### src/rtl/core/fls_pkg.sv
// shared types, constants and coefficient generation for the fir low-pass unit
`timescale 1ns / 1ps
`default_nettype none

package fls_pkg;

    // sample and result widths fixed by the stream format
    localparam int FLS_SAMPLE_W = 16;
    localparam int FLS_SCALE_W  = 15;

    // decay ratio per tap, exp(-2*pi*1000/44100), unsigned q32
    localparam logic [31:0] FLS_RATIO_Q32 = 32'd3724632105;

    // sequencer states
    typedef enum logic [1:0] {
        FLS_IDLE,
        FLS_RUN,
        FLS_DRAIN
    } t_fls_state;

    // coefficient of one tap, unsigned with frac fraction bits, rounded half up
    function automatic logic [31:0] fls_coef(input int idx, input int frac);
        logic [95:0] p;
        logic [95:0] r;
        p = 96'h1_0000_0000;
        for (int j = 0; j < idx; j++) begin
            p = (p * 96'(FLS_RATIO_Q32) + (96'd1 << 31)) >> 32;
        end
        r = (p + (96'd1 << (31 - frac))) >> (32 - frac);
        return r[31:0];
    endfunction

endpackage

`default_nettype wire

### src/rtl/core/fls_sat.sv
// clamp, full-scale multiply and output register of the fir low-pass unit
`timescale 1ns / 1ps
`default_nettype none

module fls_sat
    import fls_pkg::*;
#(
    parameter int ACC_W = 40,
    parameter int SH    = 30
) (
    input  wire                          i_clk,
    input  wire                          i_rst_n,
    input  wire                          i_load,
    input  wire  signed [ACC_W-1:0]      i_acc,
    output logic                         o_ready,
    output logic                         o_m_tvalid,
    input  wire                          i_m_tready,
    output logic [FLS_SAMPLE_W-1:0]      o_m_tdata,  // [15:0] filtered
    output logic                         o_m_tuser   // [0] clipped
);

    localparam logic signed [ACC_W-1:0] ONE =
        {{(ACC_W-SH-1){1'b0}}, 1'b1, {SH{1'b0}}};
    localparam int PROD_W = SH + 1 + FLS_SCALE_W;

    logic                     w_over;
    logic                     w_under;
    logic                     w_neg;
    logic [ACC_W-1:0]         w_mag_full;
    logic [SH:0]              w_mag;
    logic [PROD_W-1:0]        w_scaled;
    logic [FLS_SCALE_W-1:0]   w_q;
    logic [FLS_SAMPLE_W-1:0]  n_data;
    logic                     n_clip;

    logic                     r_valid;
    logic [FLS_SAMPLE_W-1:0]  r_data;
    logic                     r_clip;

    // clamp to +/-1 and scale by 32767 as (mag << 15) - mag, truncating toward zero
    always_comb begin
        w_over     = i_acc > ONE;
        w_under    = i_acc < -ONE;
        w_neg      = i_acc[ACC_W-1];
        w_mag_full = w_neg ? ACC_W'(-i_acc) : ACC_W'(i_acc);
        w_mag      = w_mag_full[SH:0];
        w_scaled   = {w_mag, {FLS_SCALE_W{1'b0}}} - PROD_W'(w_mag);
        w_q        = w_scaled[SH+FLS_SCALE_W-1:SH];
        if (w_over) begin
            n_data = {1'b0, {FLS_SCALE_W{1'b1}}};
            n_clip = 1'b1;
        end else if (w_under) begin
            n_data = -{1'b0, {FLS_SCALE_W{1'b1}}};
            n_clip = 1'b1;
        end else begin
            n_data = w_neg ? -{1'b0, w_q} : {1'b0, w_q};
            n_clip = 1'b0;
        end
    end

    // output beat holding register
    always_ff @(posedge i_clk) begin
        if (!i_rst_n) begin
            r_valid <= 1'b0;
        end else if (i_load) begin
            r_valid <= 1'b1;
        end else if (i_m_tready) begin
            r_valid <= 1'b0;
        end
    end

    always_ff @(posedge i_clk) begin
        if (i_load) begin
            r_data <= n_data;
            r_clip <= n_clip;
        end
    end

    assign o_ready    = !r_valid || i_m_tready;
    assign o_m_tvalid = r_valid;
    assign o_m_tdata  = r_data;
    assign o_m_tuser  = r_clip;

endmodule

`default_nettype wire

### src/rtl/core/fir_lowpass_saturating_unit.sv
// top level of the saturating fir low-pass unit
//
// usage: audio samples enter as beats on the slave stream (i_s_*), one signed
// 16-bit q15 sample per beat in i_s_tdata. each sample produces exactly one
// beat on the master stream (o_m_*): o_m_tdata holds the filtered sample and
// o_m_tuser flags that the tap sum went beyond +/-1 and was clamped.
// the delay line lives in a single-port synchronous ram used as a ring
// buffer; the new sample is written at acceptance, then one tap is read and
// multiplied-accumulated per cycle against a constant coefficient table.
// a new sample is taken only once the previous one has left the drain step,
// a limit set by the single read port and the one multiplier shared by all
// taps. o_s_tready is high only while the sequencer is idle.
// a finished result sits in the output register; the next sample is taken
// while it waits, and a second result only stalls in the drain step until
// the receiver takes the first, so no beat is lost under backpressure.
// reset (synchronous, active low) clears the per-entry valid bits, so the
// delay line reads as all zero, and empties the sequencer and output.
`timescale 1ns / 1ps
`default_nettype none

module fir_lowpass_saturating_unit
    import fls_pkg::*;
#(
    parameter int TAPS      = 20,
    parameter int COEF_BITS = 17
) (
    input  wire                      i_clk,
    input  wire                      i_rst_n,
    input  wire                      i_s_tvalid,
    output logic                     o_s_tready,
    input  wire  [FLS_SAMPLE_W-1:0]  i_s_tdata,   // [15:0] sample
    output logic                     o_m_tvalid,
    input  wire                      i_m_tready,
    output logic [FLS_SAMPLE_W-1:0]  o_m_tdata,   // [15:0] filtered
    output logic                     o_m_tuser    // [0] clipped
);

    localparam int CFRAC  = COEF_BITS - 2;
    localparam int PTR_W  = (TAPS > 1) ? $clog2(TAPS) : 1;
    localparam int PROD_W = FLS_SAMPLE_W + COEF_BITS + 1;
    localparam int ACC_W  = PROD_W + PTR_W;
    localparam int SH     = CFRAC + FLS_SCALE_W;
    localparam logic [PTR_W-1:0] LAST_TAP = PTR_W'(TAPS - 1);

    t_fls_state                r_state;
    t_fls_state                n_state;

    logic                      w_accept;
    logic                      w_issue;
    logic                      w_load;
    logic                      w_sat_ready;
    logic                      w_pipe_empty;

    logic [PTR_W-1:0]          r_wr_ptr;
    logic [PTR_W-1:0]          r_rd_ptr;
    logic [PTR_W-1:0]          r_tap;

    logic [FLS_SAMPLE_W-1:0]   r_mem [TAPS];
    logic [TAPS-1:0]           r_vld;

    logic [COEF_BITS-1:0]      w_coef_rom [TAPS];

    logic                      r_p1_vld;
    logic                      r_p2_vld;
    logic [FLS_SAMPLE_W-1:0]   r_rd_data;
    logic                      r_rd_vld;
    logic [COEF_BITS-1:0]      r_coef;
    logic signed [FLS_SAMPLE_W-1:0] w_tap_sample;
    logic signed [PROD_W-1:0]  r_prod;
    logic signed [ACC_W-1:0]   r_acc;

    // coefficient table, decaying exponential worked out at elaboration
    for (genvar g = 0; g < TAPS; g++) begin : g_coef
        assign w_coef_rom[g] = COEF_BITS'(fls_coef(g, CFRAC));
    end

    // sequencer next state
    always_comb begin
        n_state = r_state;
        case (r_state)
            FLS_IDLE: begin
                if (i_s_tvalid) begin
                    n_state = FLS_RUN;
                end
            end
            FLS_RUN: begin
                if (r_tap == LAST_TAP) begin
                    n_state = FLS_DRAIN;
                end
            end
            FLS_DRAIN: begin
                if (w_pipe_empty && w_sat_ready) begin
                    n_state = FLS_IDLE;
                end
            end
            default: n_state = FLS_IDLE;
        endcase
    end

    // sequencer outputs
    always_comb begin
        o_s_tready = 1'b0;
        w_issue    = 1'b0;
        w_load     = 1'b0;
        case (r_state)
            FLS_IDLE:  o_s_tready = 1'b1;
            FLS_RUN:   w_issue    = 1'b1;
            FLS_DRAIN: w_load     = w_pipe_empty && w_sat_ready;
            default: begin
                o_s_tready = 1'b0;
            end
        endcase
    end

    assign w_accept     = i_s_tvalid && o_s_tready;
    assign w_pipe_empty = !r_p1_vld && !r_p2_vld;

    always_ff @(posedge i_clk) begin
        if (!i_rst_n) begin
            r_state <= FLS_IDLE;
        end else begin
            r_state <= n_state;
        end
    end

    // ring pointers and tap counter
    always_ff @(posedge i_clk) begin
        if (!i_rst_n) begin
            r_wr_ptr <= '0;
            r_rd_ptr <= '0;
            r_tap    <= '0;
        end else if (w_accept) begin
            r_wr_ptr <= (r_wr_ptr == LAST_TAP) ? '0 : r_wr_ptr + 1'b1;
            r_rd_ptr <= r_wr_ptr;
            r_tap    <= '0;
        end else if (w_issue) begin
            r_rd_ptr <= (r_rd_ptr == '0) ? LAST_TAP : r_rd_ptr - 1'b1;
            r_tap    <= r_tap + 1'b1;
        end
    end

    // delay line ram: write on acceptance, one registered read per tap;
    // reads start the cycle after the write so no forwarding is needed
    always_ff @(posedge i_clk) begin
        if (w_accept) begin
            r_mem[r_wr_ptr] <= i_s_tdata;
        end
        if (w_issue) begin
            r_rd_data <= r_mem[r_rd_ptr];
            r_coef    <= w_coef_rom[r_tap];
        end
    end

    // entry valid bits, an unwritten entry reads as zero
    always_ff @(posedge i_clk) begin
        if (!i_rst_n) begin
            r_vld    <= '0;
            r_rd_vld <= 1'b0;
            r_p1_vld <= 1'b0;
            r_p2_vld <= 1'b0;
        end else begin
            if (w_accept) begin
                r_vld[r_wr_ptr] <= 1'b1;
            end
            if (w_issue) begin
                r_rd_vld <= r_vld[r_rd_ptr];
            end
            r_p1_vld <= w_issue;
            r_p2_vld <= r_p1_vld;
        end
    end

    assign w_tap_sample = r_rd_vld ? $signed(r_rd_data) : '0;

    // multiply stage, then accumulate
    always_ff @(posedge i_clk) begin
        if (r_p1_vld) begin
            r_prod <= PROD_W'(w_tap_sample * $signed({1'b0, r_coef}));
        end
        if (w_accept) begin
            r_acc <= '0;
        end else if (r_p2_vld) begin
            r_acc <= r_acc + ACC_W'(r_prod);
        end
    end

    // clamp, scale and output register
    fls_sat #(
        .ACC_W (ACC_W),
        .SH    (SH)
    ) u_sat (
        .i_clk      (i_clk),
        .i_rst_n    (i_rst_n),
        .i_load     (w_load),
        .i_acc      (r_acc),
        .o_ready    (w_sat_ready),
        .o_m_tvalid (o_m_tvalid),
        .i_m_tready (i_m_tready),
        .o_m_tdata  (o_m_tdata),
        .o_m_tuser  (o_m_tuser)
    );

    // a result is never loaded over one the receiver has not taken
    a_load_free: assert property (@(posedge i_clk) disable iff (!i_rst_n)
        w_load |-> (!o_m_tvalid || i_m_tready))
        else $error("result loaded over a pending beat");

    // a new sample only enters with the mac pipeline empty
    a_accept_empty: assert property (@(posedge i_clk) disable iff (!i_rst_n)
        w_accept |-> w_pipe_empty)
        else $error("sample accepted while taps in flight");

    // the last tap read ends the run
    a_run_end: assert property (@(posedge i_clk) disable iff (!i_rst_n)
        (r_state == FLS_RUN && r_tap == LAST_TAP) |=> (r_state == FLS_DRAIN))
        else $error("tap run did not end after the last tap");

    // a clamped result is always full scale
    a_clip_full: assert property (@(posedge i_clk) disable iff (!i_rst_n)
        (o_m_tvalid && o_m_tuser) |->
            (o_m_tdata == 16'h7FFF || o_m_tdata == 16'h8001))
        else $error("clipped beat not at full scale");

endmodule

`default_nettype wire
### config.mk
export PLATFORM = sky130hd
export DESIGN_NAME = fir_lowpass_saturating_unit
export DESIGN_NICKNAME = d
export VERILOG_FILES = /design/src/rtl/core/fls_pkg.sv /design/src/rtl/core/fls_sat.sv /design/src/rtl/core/fir_lowpass_saturating_unit.sv
export SDC_FILE = /design/constraint.sdc
export NUM_CORES = 1
export LEC_CHECK = 0
export BUFFER_PORTS_ARGS = -buffer_cell sky130_fd_sc_hd__buf_2
export CAP_MARGIN = 20
export CORE_UTILIZATION = 45
export CTS_CLUSTER_DIAMETER = 50
export DETAILED_ROUTE_END_ITERATION = 10
export GPL_TIMING_DRIVEN = 0
export MAX_ROUTING_LAYER = met4
export PLACE_DENSITY_LB_ADDON = 0.12
export SYNTH_ARGS = -nofsm -noshare
export SYNTH_HDL_FRONTEND = slang
export SYNTH_SLANG_ARGS = --single-unit
### constraint.sdc
create_clock -name i_clk -period 8 [get_ports i_clk]
set_input_delay 0.4 -clock i_clk [delete_from_list [all_inputs] [get_ports i_clk]]
set_output_delay 0.4 -clock i_clk [all_outputs]
set_load 0.05 [all_outputs]
---- Yosys cells after proc, flatten, opt, wreduce, memory -nomap -nowiden ----
Memories as Yosys holds them, arrays and structs flattened. A register that Yosys moved wholly into a read port is not among the register bits.
Cells that the tools add are included.
storage, ports and cells
  memories kept ........................... 2
  ROM bits ................................ 544
  output and inout port bits .............. 19
  RAM bits ................................ 320
  register bits after elaboration ......... 131
  logic and storage cells ................. 78
  input bits .............................. 20
memories
  memory           depth  width  read ports  clocked after memory_dff  write ports  RTL line                            RTL
  (no name shown)  32     17     1           1                         0            fir_lowpass_saturating_unit.sv:150  r_coef <= w_coef_rom[r_tap];
  r_mem            20     16     1           1                         1            fir_lowpass_saturating_unit.sv:58   logic [FLS_SAMPLE_W-1:0] r_mem [TAPS];
operators by class
  eq/ne operators ......................... 7
  $lt $le $gt $ge ......................... 5
  $mul .................................... 1
  multiplexer cells ....................... 24
  add/sub/neg operators ................... 7
  bitwise logic cells ..................... 3
  reductions and logical operators ........ 15
operator list
  kind                                                                    number
  16-bit two-way mux                                                      3
  45-bit by 31-bit subtractor with 45-bit output                          1
  39-bit by 34-bit adder with 39-bit output                               1
  39-bit by 32-bit > comparator with 1-bit output, second input constant  1
  39-bit by 31-bit < comparator with 1-bit output, second input constant  1
  16-bit by 18-bit multiplier with 34-bit output                          1
  31-bit two-way mux                                                      1
  31-bit negation                                                         1
  5-bit two-way mux                                                       4
  20-bit OR                                                               1
  15-bit negation with 16-bit output                                      1
  5-bit by 6-bit < comparator with 1-bit output, second input constant    2
  5-bit by 1-bit adder with 5-bit output, second input constant           2
  5-bit equality test, second input constant                              2
  1-bit two-way mux                                                       10
  2-bit two-way mux                                                       3
  2-bit inequality test, second input constant                            3
  5-bit NOT with 6-bit output                                             1
  2-bit one-hot mux with 3 select lines                                   1
  1-bit binary-select mux with 5-bit select                               1
  1-bit demux with 5-bit select                                           1
  5-bit by 1-bit >= comparator with 1-bit output, second input constant   1
  5-bit zero test                                                         1
  5-bit by 1-bit subtractor with 5-bit output, second input constant      1
  other kinds (10)                                                        17

---- Depth between registers and ports, before layout ----
  word-level depth ........................ 6
  gate-level depth with buffers ........... 27
  mapped depth without buffers ............ 25

---- Hierarchy ----
From an unflattened synthesis, not the netlist that was laid out.
second synthesis, totals
  cells, all modules ...................... 3013
  area, all modules ....................... 34002.6 um^2
by module, submodules not included
  module                       instances  cells an instance  sequential area each (um^2)  area each (um^2)
  fir_lowpass_saturating_unit  1          2351               13172.6                      29203.0
  fls_sat                      1          662                530.5                        4799.6

---- Worst setup path before layout ----
No wires, ideal clock.
  kind .................................... flip-flop to flip-flop
  start ................................... reg r_rd_vld
  end ..................................... reg r_prod[32], data pin
  required time ........................... 7.742 ns
  period minus slack after synthesis ...... 6.781 ns
  setup time .............................. 0.258 ns
  slack ................................... 1.219 ns
  arrival ................................. 6.523 ns
  cell stages (with the launch flop) ...... 26
  path buffers ............................ 2
  path through ............................ dfxtp_1 clkbuf_1 and2_1 clkbuf_1 nand2_1 fa_1 inv_1 fa_1 fa_1 fa_1 fa_1 inv_1 fa_1 inv_1 ha_1 a211o_1 a21oi_1 a21oi_1 a21bo_2 a41o_1 o221a_2 o2111ai_1 a31oi_1 o21a_1 nor2_1 xnor2_1
between the ends
  cells in the longest elaborated chain, start to end .. 2
RTL lines
  item                                            RTL line                            RTL
  from (decl)                                     fir_lowpass_saturating_unit.sv:66   logic r_rd_vld;
  from (signal assigned)                          fir_lowpass_saturating_unit.sv:166  r_rd_vld <= r_vld[r_rd_ptr];
  16-bit two-way mux                              fir_lowpass_saturating_unit.sv:173  assign w_tap_sample = r_rd_vld ? $signed(r_rd_data) : '0;
  16-bit by 18-bit multiplier with 34-bit output  fir_lowpass_saturating_unit.sv:178  r_prod <= PROD_W'(w_tap_sample * $signed({1'b0, r_coef}));
  to (signal assigned)                            fir_lowpass_saturating_unit.sv:178
  to (decl)                                       fir_lowpass_saturating_unit.sv:69   logic signed [PROD_W-1:0] r_prod;
No other way between the ends.
A chain may end at the register's enable or synchronous reset.

---- Final worst setup path ----
  start ................................... reg r_rd_vld
  end ..................................... reg r_prod[33], data pin
Same word-level chain as after synthesis.

==> flow_summary.json <==
{
  "status": "finished clean",
  "cts_tree": "built",
  "firstDrtPassIters": 5,
  "dp_hpwl_mm": 60.9,
  "coreArea_um2": 69100,
  "via_per_inst": 5.63,
  "maxSlewHeadroom_pct": 23.1,
  "critical_path_class": "register to register",
  "drt_iter0_markers": 1481,
  "grt_pass1_wl_mm": 125,
  "p_int_mw": 5.12,
  "hold_ws_ns": 0.108,
  "diodes": 0,
  "track_usage_pct": 23.9,
  "combPwrFrac_pct": 24.8,
  "grt_max_degree": 38,
  "pin_count": 39,
  "async_reset_ff_share_pct": 0,
  "die_area_um2": 71300,
  "overflow": 0,
  "cts.path.max_buffers": 3,
  "yosysWarnings": 0,
  "p_total_mw": 7.44,
  "yosysTopAreaCell": "edfxtp_1",
  "syn-cell-area_um2": 31600,
  "setup_viol": 0,
  "rsz0062_at_grt": "false",
  "syn2layout_area_growth_pct": 12.0,
  "p_leak_nw": 14.4,
  "die_w_um": 267,
  "synth_common_cells": "403 x edfxtp_1, 283 x inv_1, 200 x nand2_1",
  "vdd_drop_max_v": 0.000267,
  "wl_mm": 81.0,
  "ys_types": 109,
  "cts_buffers": 61,
  "vias": 20700,
  "worst_pin_slew_ns": 1.14,
  "end_kind": "register",
  "numPortBuffers": 37,
  "slew_viol_final": 0,
  "finalClockSkew_ns": 0.0571,
  "min_from": "i_m_tready",
  "final_nets": 3106,
  "crit_required_ns": 8.41,
  "clock_sinks": 483,
  "post_cts_buffers": 0,
  "wl_per_cell_um": 22.0,
  "drv_cap": 0,
  "synth_seq_area_share_pct": 43.3,
  "cp_slowest_cell": "and2_1",
  "finalHoldViolCount": 0,
  "arrival_ns": 8.17,
  "clk_latency_ns": 0.66,
  "ant_nets": 0,
  "syn_inst": 2579,
  "path_cells": "clkbuf_2 -> and2_1 -> nand2_1 -> fa_1 -> inv_1 -> fa_1 -> fa_1 -> fa_1 -> fa_1 -> inv_1 -> fa_1 -> inv_1 -> ha_1 -> a21o_1 -> a21oi_1 -> o21bai_1 -> a2111oi_1 -> nor2_1 -> o211ai_1 -> nand2_1 -> a211o_1 -> and3_1 -> o211a_1 -> a211oi_1",
  "synth_seq_cells": 483,
  "ff2ff_path_depth": 24,
  "rows": 96,
  "path_delay_family": "adder cells",
  "cts_root_buf": "clkbuf_16",
  "worstHoldPathType": "input pin to register",
  "fmax_mhz": 129,
  "min_to": "u_sat.o_m_tvalid",
  "drc": 0,
  "r2r_start": "r_rd_vld",
  "period_share_pct": 96.9,
  "start_util_pct": 45.8,
  "p_switching_mw": 2.33,
  "synth_top_cell_area_share_pct": 38.3,
  "clk_pin_slew_ns": 0.06,
  "synth.most_common_cell": "edfxtp_1",
  "seqPwrFrac_pct": 39.1,
  "syn_area_per_cell_um2": 12.3,
  "synth_nets": 2988,
  "die-height_um": 267,
  "layout_min_cycle_time_ns": 7.75,
  "synthFlopType": "edfxtp_1",
  "fillers": 6052,
  "cts_hold_buffers": 0,
  "r2r_end": "r_prod[33]",
  "cpPeakStageDelay_ns": 0.60,
  "crit_top_cell": "fa_1",
  "r2r_slack_ns": 0.25,
  "crit_fanout": 10,
  "synth_edf_count": 403,
  "synth_area_leaders": "edfxtp_1 38%, fa_1 12%, ha_1 7.7%",
  "gp_congestion": 0.919,
  "pwr-share-clk_pct": 36.1,
  "worst_setup_path_start_kind": "register",
  "antenna_found_initial": 1,
  "swShare_pct": 31.2,
  "path_buf_inv": 4,
  "drive_above_1_share_pct": 13.5,
  "first_global_vias": 21200,
  "p_per_area_nw_per_um2": 210,
  "hold_depth": 3,
  "htreeDepth": 2
}
## sequential cells by signal (all words and copies together) (netlist names)
signal,cells
r_acc,39
r_coef,16
r_mem,320
r_p1_vld,1
r_p2_vld,1
r_prod,34
r_rd_data,16
r_rd_ptr,5
r_rd_vld,1
r_state,2
r_tap,5
r_vld,20
r_wr_ptr,5
u_sat.o_m_tdata,16
u_sat.o_m_tuser,1
u_sat.o_m_tvalid,1
## power by group through the flow
stage	registers [mW]	logic (mW)	clock network, mW
6_report	2.91	1.85	2.68
5_1_grt	2.92	2.05	2.84
4_1_cts	2.91	1.85	2.74
3_5_place_dp	2.96	1.84	0
3_3_place_gp	2.96	1.81	0
2_1_floorplan	2.92	1.37	0
## area by class of cell
class	count	area (µm²)	share of cell area [%]
well taps	931	1160	3.29
plain buffers	119	474	1.34
flip-flops and latches	483	13700	38.7
clock buffers	77	1660	4.68
clock inverters	34	355	1.00
inverters	284	1070	3.01
multi-input cells	1690	16400	46.4
repair buffers	58	573	1.62
## worst min-delay path: stages
cell     delay (ns)
buf_2          0.08
nor2b_1        0.06
o21a_1         0.18
## kinds of logic after synthesis
kind of cell / after synthesis / synth area share [%]
buffers and inverters: 406 / 4.86
adders and majority gates: 389 / 20.0
and+or+nand+nor: 676 / 11.4
AOI/OAI and AO/OA: 366 / 8.11
xor gates and xnor gates: 105 / 3.25
muxes: 154 / 9.06
DFF: 483 / 43.3
## what timing repair did
item / 4_1_cts / 5_1_grt
pin swaps: 0 / 0
gates cloned: 0 / 0
resized for setup: 4 / 18
hold endpoints to repair: 0 / 0
endpoints found under the setup margin: 4 / 5
## per-layer routing
metal / up-vias / GRT usage [%] / part of all wire, %
met2: 487 / 39.5 / 50
met4: 0 / 6.15 / 2.1
li1: 9491 / - / -
met1: 10600 / 31.4 / 44
met5: - / - / 0
met3: 124 / 2.72 / 4.4
## cells in the final DEF, fill, tap and decap left out, types with 15 or more instances in the layout
cell       synthesis  layout
nor2_1           123     111
xnor2_1           58      58
a211oi_1          20      20
and3_1           133     133
mux2_2            18      18
nand2_1          200     199
o21a_1            35      35
buf_1             16      16
fa_1             195     195
nand2b_1          16      16
inv_1            283     283
edfxtp_1         403     403
xor2_1            37      37
clkbuf_1         103     100
ha_1             194     194
clkbuf_16          0      62
and2_1            26      24
nand3_1           32      32
mux4_2           103     103
nor2b_1           24      24
dfxtp_1           80      79
nor3_1            25      25
a21oi_1           90      90
buf_2              1      40
o21ai_0           58      58
a21o_1            37      37
nand4_1           15      15
mux2i_1           32      32
## worst max-delay path by stage
stage | start | endpoint | slack [ns] | cells past startpoint
after floorplan | r_rd_vld | r_prod[32] | 1.22 | 25
after global placement | r_rd_vld | r_prod[33] | -0.17 | 25
after detailed placement | r_rd_vld | r_prod[33] | -0.24 | 25
after CTS | r_rd_data[9] | r_prod[33] | 0.04 | 24
after global routing | r_rd_vld | r_prod[33] | 0.01 | 25
final | r_rd_vld | r_prod[33] | 0.25 | 24
## metrics by stage
step	std cells	area, µm²	TNS, ns	utilization (%)	setup slack (ns)
2_1_floorplan	2579	31600	0	-	1.22
3_3_place_gp	3547	33000	-0.312	47.7	-0.169
3_5_place_dp	3566	33400	-0.541	48.3	-0.237
4_1_cts	3675	35400	0	51.2	0.0355
5_1_grt	3676	35400	0	51.3	0.0147
6_report	3676	35400	0	51.3	0.247
Note: power is estimated with default switching activity, not from simulation.
